==> src/hdl/sobel_edge_magnitude_3x3_macros.svh <==
// Assertion macros for the Sobel edge magnitude design files (used by sem_ctrl)
`ifndef SOBEL_EDGE_MAGNITUDE_3X3_MACROS_SVH
`define SOBEL_EDGE_MAGNITUDE_3X3_MACROS_SVH

// Same-cycle implication under synchronous active-low reset
`define SEM_ASSERT_NOW(lbl, clk, rst_n, ante, cons) \
    lbl: assert property (@(posedge clk) disable iff (!rst_n) (ante) |-> (cons)) \
        else $error("sobel edge magnitude: check failed");

// Next-cycle implication under synchronous active-low reset
`define SEM_ASSERT_NEXT(lbl, clk, rst_n, ante, cons) \
    lbl: assert property (@(posedge clk) disable iff (!rst_n) (ante) |=> (cons)) \
        else $error("sobel edge magnitude: check failed");

`endif

==> src/hdl/sem_pkg.sv <==
// Types and constants shared by the Sobel edge magnitude block
package sem_pkg;

    localparam int DEF_MAX_WIDTH  = 1024;
    localparam int DEF_MAX_HEIGHT = 1024;

    localparam int CFG_IDX_W = 2;
    localparam int CFG_DATA_W = 11;
    localparam logic [CFG_IDX_W-1:0] CFG_IMAGE_WIDTH  = 2'd0;
    localparam logic [CFG_IDX_W-1:0] CFG_IMAGE_HEIGHT = 2'd1;

    localparam logic CMD_PIXEL = 1'b0;
    localparam logic CMD_FLUSH = 1'b1;

    // Sums above this round to more than 255
    localparam logic [20:0] ROOT_CLAMP_LIMIT = 21'd65280;
    localparam logic [7:0]  PIX_MAX = 8'd255;

    typedef logic [23:0] t_pix;   // {blue, green, red}

    typedef struct packed {
        logic       command;
        logic [7:0] in_red;
        logic [7:0] in_green;
        logic [7:0] in_blue;
    } t_in_item;

    typedef struct packed {
        logic [7:0] out_red;
        logic [7:0] out_green;
        logic [7:0] out_blue;
        logic       last_of_frame;
    } t_out_item;

    typedef struct packed {
        logic       capture;
        logic       zero_pix;
        logic       shift;
        logic       sum;
        logic       mask_top;
        logic       mask_bot;
        logic       mask_left;
        logic       mask_right;
        logic       square;
        logic       root_step;
        logic [2:0] root_idx;
        logic       load_out;
        logic       last;
    } t_dp_cmd;

    typedef struct packed {
        logic out_free;
    } t_dp_status;

endpackage

==> src/hdl/sem_ctrl.sv <==
// Sequencer: stream position, frame registers and step control
module sem_ctrl import sem_pkg::*; #(
    parameter int MAX_WIDTH  = DEF_MAX_WIDTH,
    parameter int MAX_HEIGHT = DEF_MAX_HEIGHT
) (
    input  logic                  i_clk,
    input  logic                  i_rst_n,
    input  logic                  i_in_valid,
    output logic                  o_in_ready,
    input  logic                  i_cfg_valid,
    output logic                  o_cfg_ready,
    input  logic [CFG_IDX_W-1:0]  i_cfg_index,
    input  logic [CFG_DATA_W-1:0] i_cfg_data,
    input  t_dp_status            i_status,
    output t_dp_cmd               o_cmd,
    output logic [$clog2(MAX_WIDTH)-1:0] o_addr
);
    `include "sobel_edge_magnitude_3x3_macros.svh"

    localparam int AW = $clog2(MAX_WIDTH);
    localparam int WW = $clog2(MAX_WIDTH + 1);
    localparam int HW = $clog2(MAX_HEIGHT + 1);
    localparam int RW = $clog2(MAX_HEIGHT + 2);

    typedef enum logic [2:0] {S_IDLE, S_SHIFT, S_SUM, S_SQUARE, S_ROOT, S_FIN} t_state;

    t_state        r_state, n_state;
    logic [WW-1:0] r_width, n_width;
    logic [HW-1:0] r_height, n_height;
    logic [AW-1:0] r_col, n_col;
    logic [RW-1:0] r_row, n_row;
    logic [2:0]    r_step, n_step;

    logic [RW:0] row_x, h_x;
    logic        emit, last, col0;
    logic [WW-1:0] col_inc;

    always_comb begin
        row_x   = (RW+1)'(r_row);
        h_x     = (RW+1)'(r_height);
        col0    = (r_col == '0);
        emit    = (row_x >= (RW+1)'(2)) || (row_x == (RW+1)'(1) && !col0);
        last    = col0 && (row_x == h_x + (RW+1)'(1));
        col_inc = WW'(r_col) + WW'(1);
    end

    always_comb begin
        o_cmd            = '0;
        o_cmd.zero_pix   = (row_x >= h_x);
        o_cmd.mask_top   = col0 ? (row_x == (RW+1)'(2)) : (row_x == (RW+1)'(1));
        o_cmd.mask_bot   = col0 ? (row_x - (RW+1)'(1) >= h_x) : (row_x >= h_x);
        o_cmd.mask_left  = (r_col == AW'(1)) || (col0 && r_width == WW'(1));
        o_cmd.mask_right = col0;
        o_cmd.root_idx   = r_step;
        o_cmd.last       = last;
        // a pending register write has priority; hold the input off meanwhile
        o_in_ready       = (r_state == S_IDLE) && !i_cfg_valid;
        o_cfg_ready      = (r_state == S_IDLE);
        o_addr           = r_col;

        n_state  = r_state;
        n_width  = r_width;
        n_height = r_height;
        n_col    = r_col;
        n_row    = r_row;
        n_step   = r_step;

        unique case (r_state)
            S_IDLE: begin
                if (i_cfg_valid) begin
                    // a width or height register write restarts the frame
                    n_col = '0;
                    n_row = '0;
                    if (i_cfg_index == CFG_IMAGE_WIDTH) begin
                        if (i_cfg_data == '0) n_width = WW'(1);
                        else if (int'(i_cfg_data) > MAX_WIDTH) n_width = WW'(MAX_WIDTH);
                        else n_width = WW'(i_cfg_data);
                    end else if (i_cfg_index == CFG_IMAGE_HEIGHT) begin
                        if (i_cfg_data == '0) n_height = HW'(1);
                        else if (int'(i_cfg_data) > MAX_HEIGHT) n_height = HW'(MAX_HEIGHT);
                        else n_height = HW'(i_cfg_data);
                    end else begin
                        n_col = r_col;
                        n_row = r_row;
                    end
                end else if (i_in_valid) begin
                    o_cmd.capture = 1'b1;
                    n_state = S_SHIFT;
                end
            end
            S_SHIFT: begin
                o_cmd.shift = 1'b1;
                if (emit) begin
                    n_state = S_SUM;
                end else begin
                    n_state = S_IDLE;
                    if (col_inc >= r_width) begin
                        n_col = '0;
                        n_row = r_row + RW'(1);
                    end else begin
                        n_col = AW'(col_inc);
                    end
                end
            end
            S_SUM: begin
                o_cmd.sum = 1'b1;
                n_state = S_SQUARE;
            end
            S_SQUARE: begin
                o_cmd.square = 1'b1;
                n_step = '0;
                n_state = S_ROOT;
            end
            S_ROOT: begin
                o_cmd.root_step = 1'b1;
                n_step = r_step + 3'd1;
                if (r_step == 3'd7) n_state = S_FIN;
            end
            S_FIN: begin
                if (i_status.out_free) begin
                    o_cmd.load_out = 1'b1;
                    n_state = S_IDLE;
                    if (last) begin
                        n_col = '0;
                        n_row = '0;
                    end else if (col_inc >= r_width) begin
                        n_col = '0;
                        n_row = r_row + RW'(1);
                    end else begin
                        n_col = AW'(col_inc);
                    end
                end
            end
            default: n_state = S_IDLE;
        endcase
    end

    always_ff @(posedge i_clk) begin
        if (!i_rst_n) begin
            r_state  <= S_IDLE;
            r_width  <= WW'(MAX_WIDTH);
            r_height <= HW'(MAX_HEIGHT);
            r_col    <= '0;
            r_row    <= '0;
            r_step   <= '0;
        end else begin
            r_state  <= n_state;
            r_width  <= n_width;
            r_height <= n_height;
            r_col    <= n_col;
            r_row    <= n_row;
            r_step   <= n_step;
        end
    end

    `SEM_ASSERT_NOW(a_col_in_row, i_clk, i_rst_n, 1'b1, WW'(r_col) < r_width)
    `SEM_ASSERT_NOW(a_row_bound, i_clk, i_rst_n, 1'b1, row_x <= h_x + (RW+1)'(1))
    `SEM_ASSERT_NEXT(a_cfg_restart, i_clk, i_rst_n,
        i_cfg_valid && o_cfg_ready && (i_cfg_index == CFG_IMAGE_WIDTH ||
        i_cfg_index == CFG_IMAGE_HEIGHT), r_row == '0 && r_col == '0)
endmodule

==> config.mk <==
export PLATFORM = sky130hd
export DESIGN_NAME = sem_ctrl
export DESIGN_NICKNAME = d
export VERILOG_FILES = /design/src/hdl/sem_pkg.sv /design/src/hdl/sem_ctrl.sv
export VERILOG_INCLUDE_DIRS = /design/src /design/src/hdl
export SDC_FILE = /design/constraint.sdc
export NUM_CORES = 1
export LEC_CHECK = 0
export ABC_AREA = 1
export BUFFER_PORTS_ARGS = -buffer_cell sky130_fd_sc_hd__buf_2
export CORE_MARGIN = 2
export CORE_UTILIZATION = 43
export CTS_BUF_LIST = sky130_fd_sc_hd__clkbuf_2
export DETAILED_ROUTE_END_ITERATION = 10
export PLACE_DENSITY_LB_ADDON = 0.15
export SETUP_SLACK_MARGIN = 0.05
export SLEW_MARGIN = 20
export SYNTH_ARGS = -nofsm -noshare
export SYNTH_HDL_FRONTEND = slang
export SYNTH_SLANG_ARGS = --single-unit
==> constraint.sdc <==
create_clock -name i_clk -period 3.4 [get_ports i_clk]
set_input_delay 0.51 -clock i_clk [delete_from_list [all_inputs] [get_ports i_clk]]
set_output_delay 0.51 -clock i_clk [all_outputs]
set_load 0.02 [all_outputs]
# Word level (Yosys, flattened, before mapping)
# Index checks and enable logic that the tools add are counted.
# W data, S select, Z words.
[totals] reg_bits=49 input_bits=18 rom_bits=0 ram_bits=0 output_inout_bits=27 memories=0 latchBits=0 wordCells=90
[op_classes] mux=36 n_div=0 reduce_logical=18 n_lt_le_gt_ge=5 add_sub_neg=5 mul=0 shift=0 n_eq_ne=19 bitwise=1
[ops] op="$mux W11" count=9
[ops] op="$mux W10" count=7
[ops] op="$pmux W11 S3" count=1
[ops] op="$pmux W10 S3" count=1
[ops] op="$eq A11 B1 Y1 const B" count=2
[ops] op="$ge A11 B11 Y1" count=2
[ops] op="$pmux W3 S6" count=1
[ops] op="$add A11 B1 Y12 const B" count=1
[ops] op="$eq A11 B12 Y1" count=1
[ops] op="$ge A12 B11 Y1" count=1
[ops] op="$mux W3" count=4
[ops] op="$ne A2 B2 Y1 const B" count=6
[ops] op="$sub A11 B1 Y12 const B" count=1
[ops] op="$add A10 B1 Y11 const B" count=1
[ops] op="$add A11 B1 Y11 const B" count=1
[ops] op="$eq A11 B2 Y1 const B" count=1
[ops] op="$ge A11 B2 Y1 const B" count=1
[ops] op="$gt A11 B11 Y1 const B" count=1
[ops] op="$logic_not A11 Y1" count=1
[ops] op="$mux W1" count=11
[ops] op="$eq A10 B1 Y1 const B" count=1
[ops] op="$logic_not A10 Y1" count=1
[ops] op="$eq A3 B3 Y1 const B" count=3
[ops] op="$reduce_and A4 Y1" count=2
[ops] op="other kinds (17)" count=23

# Logic depth before layout (Yosys ltp)
[logic_depth] depth_word=6 depth_mapped=19 ltp_nobuf=18

# Worst setup path before layout
# No wires, ideal clock.
[synth_timing] kind="register to register" startpoint="register r_col[0], in the netlist o_addr[0]" endpoint="register r_row[1]" period_less_slack_ps=2694 required_ps=3329 setup_slack_ps=706 setup_time_ps=71 path_stages_with_launch=17 arrival_ps=2623 n_path_buf=1 cell_sequence="dfxtp_1 -> inv_1 -> nor3_1 -> nand3_1 -> o22ai_1 -> inv_1 -> ha_1 -> nand2_1 -> inv_1 -> a21oi_1 -> nand2_1 -> a21oi_2 -> buf_4 -> nand2_1 -> a21oi_2 -> nand2_1 -> a21oi_1"
[synth_via] elab_chain_len=6 elab_cells_between_ends=14 cone_classes="add/sub (1); order compare (1); eq/ne (1); mux (5); reduce/logical (6)"
[synth_rtl] item="start, declared" line="sem_ctrl.sv:30" text="logic [AW-1:0] r_col, n_col;"
[synth_rtl] item="start signal, assigned" line="sem_ctrl.sv:150" text="r_col <= n_col;"
[synth_rtl] item="$add A10 B1 Y11 / $logic_not A10 Y1 (equally long branches)" line="sem_ctrl.sv:44, sem_ctrl.sv:41"
[synth_rtl] item="$ge A11 B11 Y1 / $logic_not A1 Y1 (equally long branches)" line="sem_ctrl.sv:97, sem_ctrl.sv:126, sem_ctrl.sv:42"
[synth_rtl] item="$mux W11 / $logic_and A1 B1 Y1 (equally long branches)"
[synth_rtl] item="$mux W11 / $logic_or A1 B1 Y1 (equally long branches)" line="sem_ctrl.sv:123, sem_ctrl.sv:42"
[synth_rtl] item="$mux W11 / $ne A2 B2 Y1 (equally long branches)"
[synth_rtl] item="$pmux W11 S3 / $reduce_and A5 Y1 (equally long branches)"
[synth_rtl] item="end signal, assigned" line="sem_ctrl.sv:151" text="r_row <= n_row;"
[synth_rtl] item="end, declared" line="sem_ctrl.sv:31" text="logic [RW-1:0] r_row, n_row;"
# Several ways; a longest one is shown, not always the timed one. The select of a mux whose other input is x is not followed.
# A chain may end at the register's enable or synchronous reset.

==> run summary <==
Routed via count - 4459
Die ar. - 11000 um^2
Worst r2r src - o_addr[0]$_SDFFE_PN0P_
Pre-antenna DRT Iters - 4
DRC viols - 0
Most common cell after layout, fill and taps aside - nand2_1
Unrepaired setup endpoints after global routing - yes
Max clock buf depth - 2
Yosys Warn Count - 0
Worst-path cell chain - nor2_1, nand2_1, nor2_2, a21oi_1, a31o_2, ha_1, nand2_1, o21ai_0, a21oi_1, nand3_1, nand2_1, nand2_1, buf_2
Vias in the first global route - 4261
Layout area overhead - 9.52%
Final hold violation count - 0
Placer congestion estimate - 0.958
Fin nets - 789
DP HPWL - 9.68 mm
Min-delay src - i_cfg_data[5]
CTS tree - done
Fraction of layout cells with a size suffix above 1 - 14.8%
Initial antenna violation count - 0
Rows - 36
Worst r2r dst - r_row[0]$_SDFFE_PN0P_
Crit path buf inv count - 1
Leakage - 0.00229 uW
Pins Over Slew Limit - 0
CTS root buf - clkbuf_2
DRT iter0 DRCs - 168
Final min period - 3.16 ns
Inserted Diodes - 0
Tcrit/Tclk final - 93.0%
Gr usage total - 22.5%
Syn Area/Cell - 6.31 um^2
#FFs+latches synth - 49
Largest net degree at the start of global routing - 25
Critical path class - register to output pin
Power per cell area - 353 nW/um^2
Level count of the clock H-tree - 2
Port buffer count - 44
Setup crit end kind - output pin
Ports - 45
Finished Core Util - 48.8%
Crit path top cell by count - nand2_1
Fmax - 0.316 GHz
First-pass GRT wire length - 20.4 mm
Status - finished, final reports clean
Min-Delay Endpoint - r_width[5]$_SDFFE_PN0P_
Cts hold-fix bufs - 0
Setup TNS - 0 ns
Worst Setup Slack, final - 0.239 ns
Worst Path Required - 2.89 ns
Crit path max-delay family - simple AND/OR/NAND/NOR gates
Chip height - 105 um
CTS sink cnt - 49
Clk_lat worst skew - 0.43 ns
Routed wire length - 12.2 mm
Post-synthesis instance total - 696
Clock-pin slew on the worst setup and hold paths - 0.28 ns
Hold path depth - 3
R2R setup slack - 0.49 ns
Post-DR vias/cell - 5.17
DP Worst Slack - 0.447 ns
Fin Hold WS - 0.336 ns
Register area share after synthesis - 22.3%
Max cap viols - 0
Worst Path Arrival - 2.65 ns
Crit-path max cell delay - 0.52 ns
Num CTS Buffers - 5
Distinct cells, synth - 32
Core ar. - 9860 um^2
Maximum vdd drop - 0.295 mV
Post-synthesis net count - 757
DRT antenna net count - 0
Slowest stage cell, crit path - dfxtp_1
Setup violators final - 0
Worst-Margin Slew - 0.666 ns
Tightest Hold Check Type - input port to register
Drt wl/cell - 14.2 um
Total grt overflow - 0
Most frequent cells in the layout - 199 x nand2_1, 81 x inv_1, 65 x nor2_1, 54 x a21oi_1
Fin Clk Skew - 0.0190 ns
R2R depth - 19
Mapped Area - 4390 um^2
Max_slew headroom - 55.4%
Initial Util - 44.5%
CP startpoint kind - register
Chip width - 105 um
Worst-path fanout max - 10
-- how the worst max path moves through the flow --
stage	startpoint	end	slack, ns	depth (start not counted)
floorplan	o_addr[0]$_SDFFE_PN0P_	r_row[1]$_SDFFE_PN0P_	0.71	16
finish	r_row[7]$_SDFFE_PN0P_	o_cmd[9]	0.24	13
global placement	r_row[0]$_SDFFE_PN0P_	o_cmd[9]	0.51	14
global route	r_row[7]$_SDFFE_PN0P_	o_cmd[9]	0.04	13
CTS	r_row[0]$_SDFFE_PN0P_	o_cmd[9]	0.09	14
detailed placement	o_addr[0]$_SDFFE_PN0P_	r_row[1]$_SDFFE_PN0P_	0.45	17
-- worst reg2reg max path: cells and delay by family (launching register included) --
kind,cells,cell delay [ns]
flip-flops,1,0.47
AND/OR/NAND/NOR,8,0.69
adder cells (fa/ha/maj),2,0.55
AO/OA/AOI/OAI,3,0.44
buffers and inverters,5,0.56
XOR/XNOR,1,0.16
-- sequential cells by signal (all words and copies together), names as in the netlist --
signal / count
r_step: 3
o_addr: 10
r_height: 11
r_width: 11
r_row: 11
r_state: 3
-- report_power, final --
part	switching (uW)	total (uW)	internal (uW)
Combinational	426	624	198
Clock	202	402	201
Sequential	55.9	673	617
-- cell type report --
type                       count  area [um^2]
tap                          133          166
timing repair buffer          51          273
clock inverter                 3         68.8
multi-input combinational    531         2940
clock buffer                   5         25.0
fill                        1058         5050
sequential                    49          995
inverter                      90          338
-- cells by family after synthesis --
logic type                 after synthesis  share of synthesized area (%)
and+or+nand+nor                        354                           35.1
buffers and inverters                  116                           11.4
AOI/OAI and AO/OA                      107                           13.5
DFF                                     49                           22.3
adders and majority gates               43                           12.3
xor gates and xnor gates                27                           5.38
-- what timing repair did --
action	4_1_cts	5_1_grt
pin swaps	0	1
resized for setup	3	12
buffers inserted	0	2
setup endpoints to repair	1	2
-- cells in the mapped netlist, drive strengths merged --
cell      n  area share [%]
nand2   205              18
inv      89             7.6
nor2     76             7.7
a21oi    64             8.1
dfxtp    49              22
ha       43              12
nand3    37             4.6
o21ai    35             4.0
xor2     25             5.0
buf      18             3.0
nor3     15             1.7
nand4    10             1.4
clkbuf    8            0.68
nand3b    6             1.0
nor4      5            0.71
a211oi    2            0.34
o22ai     2            0.28
xnor2     2            0.40
a31o      1            0.20
clkinv    1           0.085
o211ai    1            0.17
o31ai     1            0.17
o41ai     1            0.20
-- per-stage QoR --
stage          total power [uW]  std cells  instance area, um^2
3_3_place_gp               1290        852                 4660
3_5_place_dp               1300        852                 4660
4_1_cts                    1710        860                 4760
2_1_floorplan              1140        696                 4390
6_report                   1700        862                 4810
5_1_grt                    1820        862                 4810
-- layer usage --
layer	track usage (%)	up-vias	wire length (um)
li1	-	2298	-
met1	29.0	2005	5580
met2	38.2	129	5740
met3	2.81	27	557
met4	8.38	0	363
met5	0	-	0
Power figures use the tool's default switching activity.
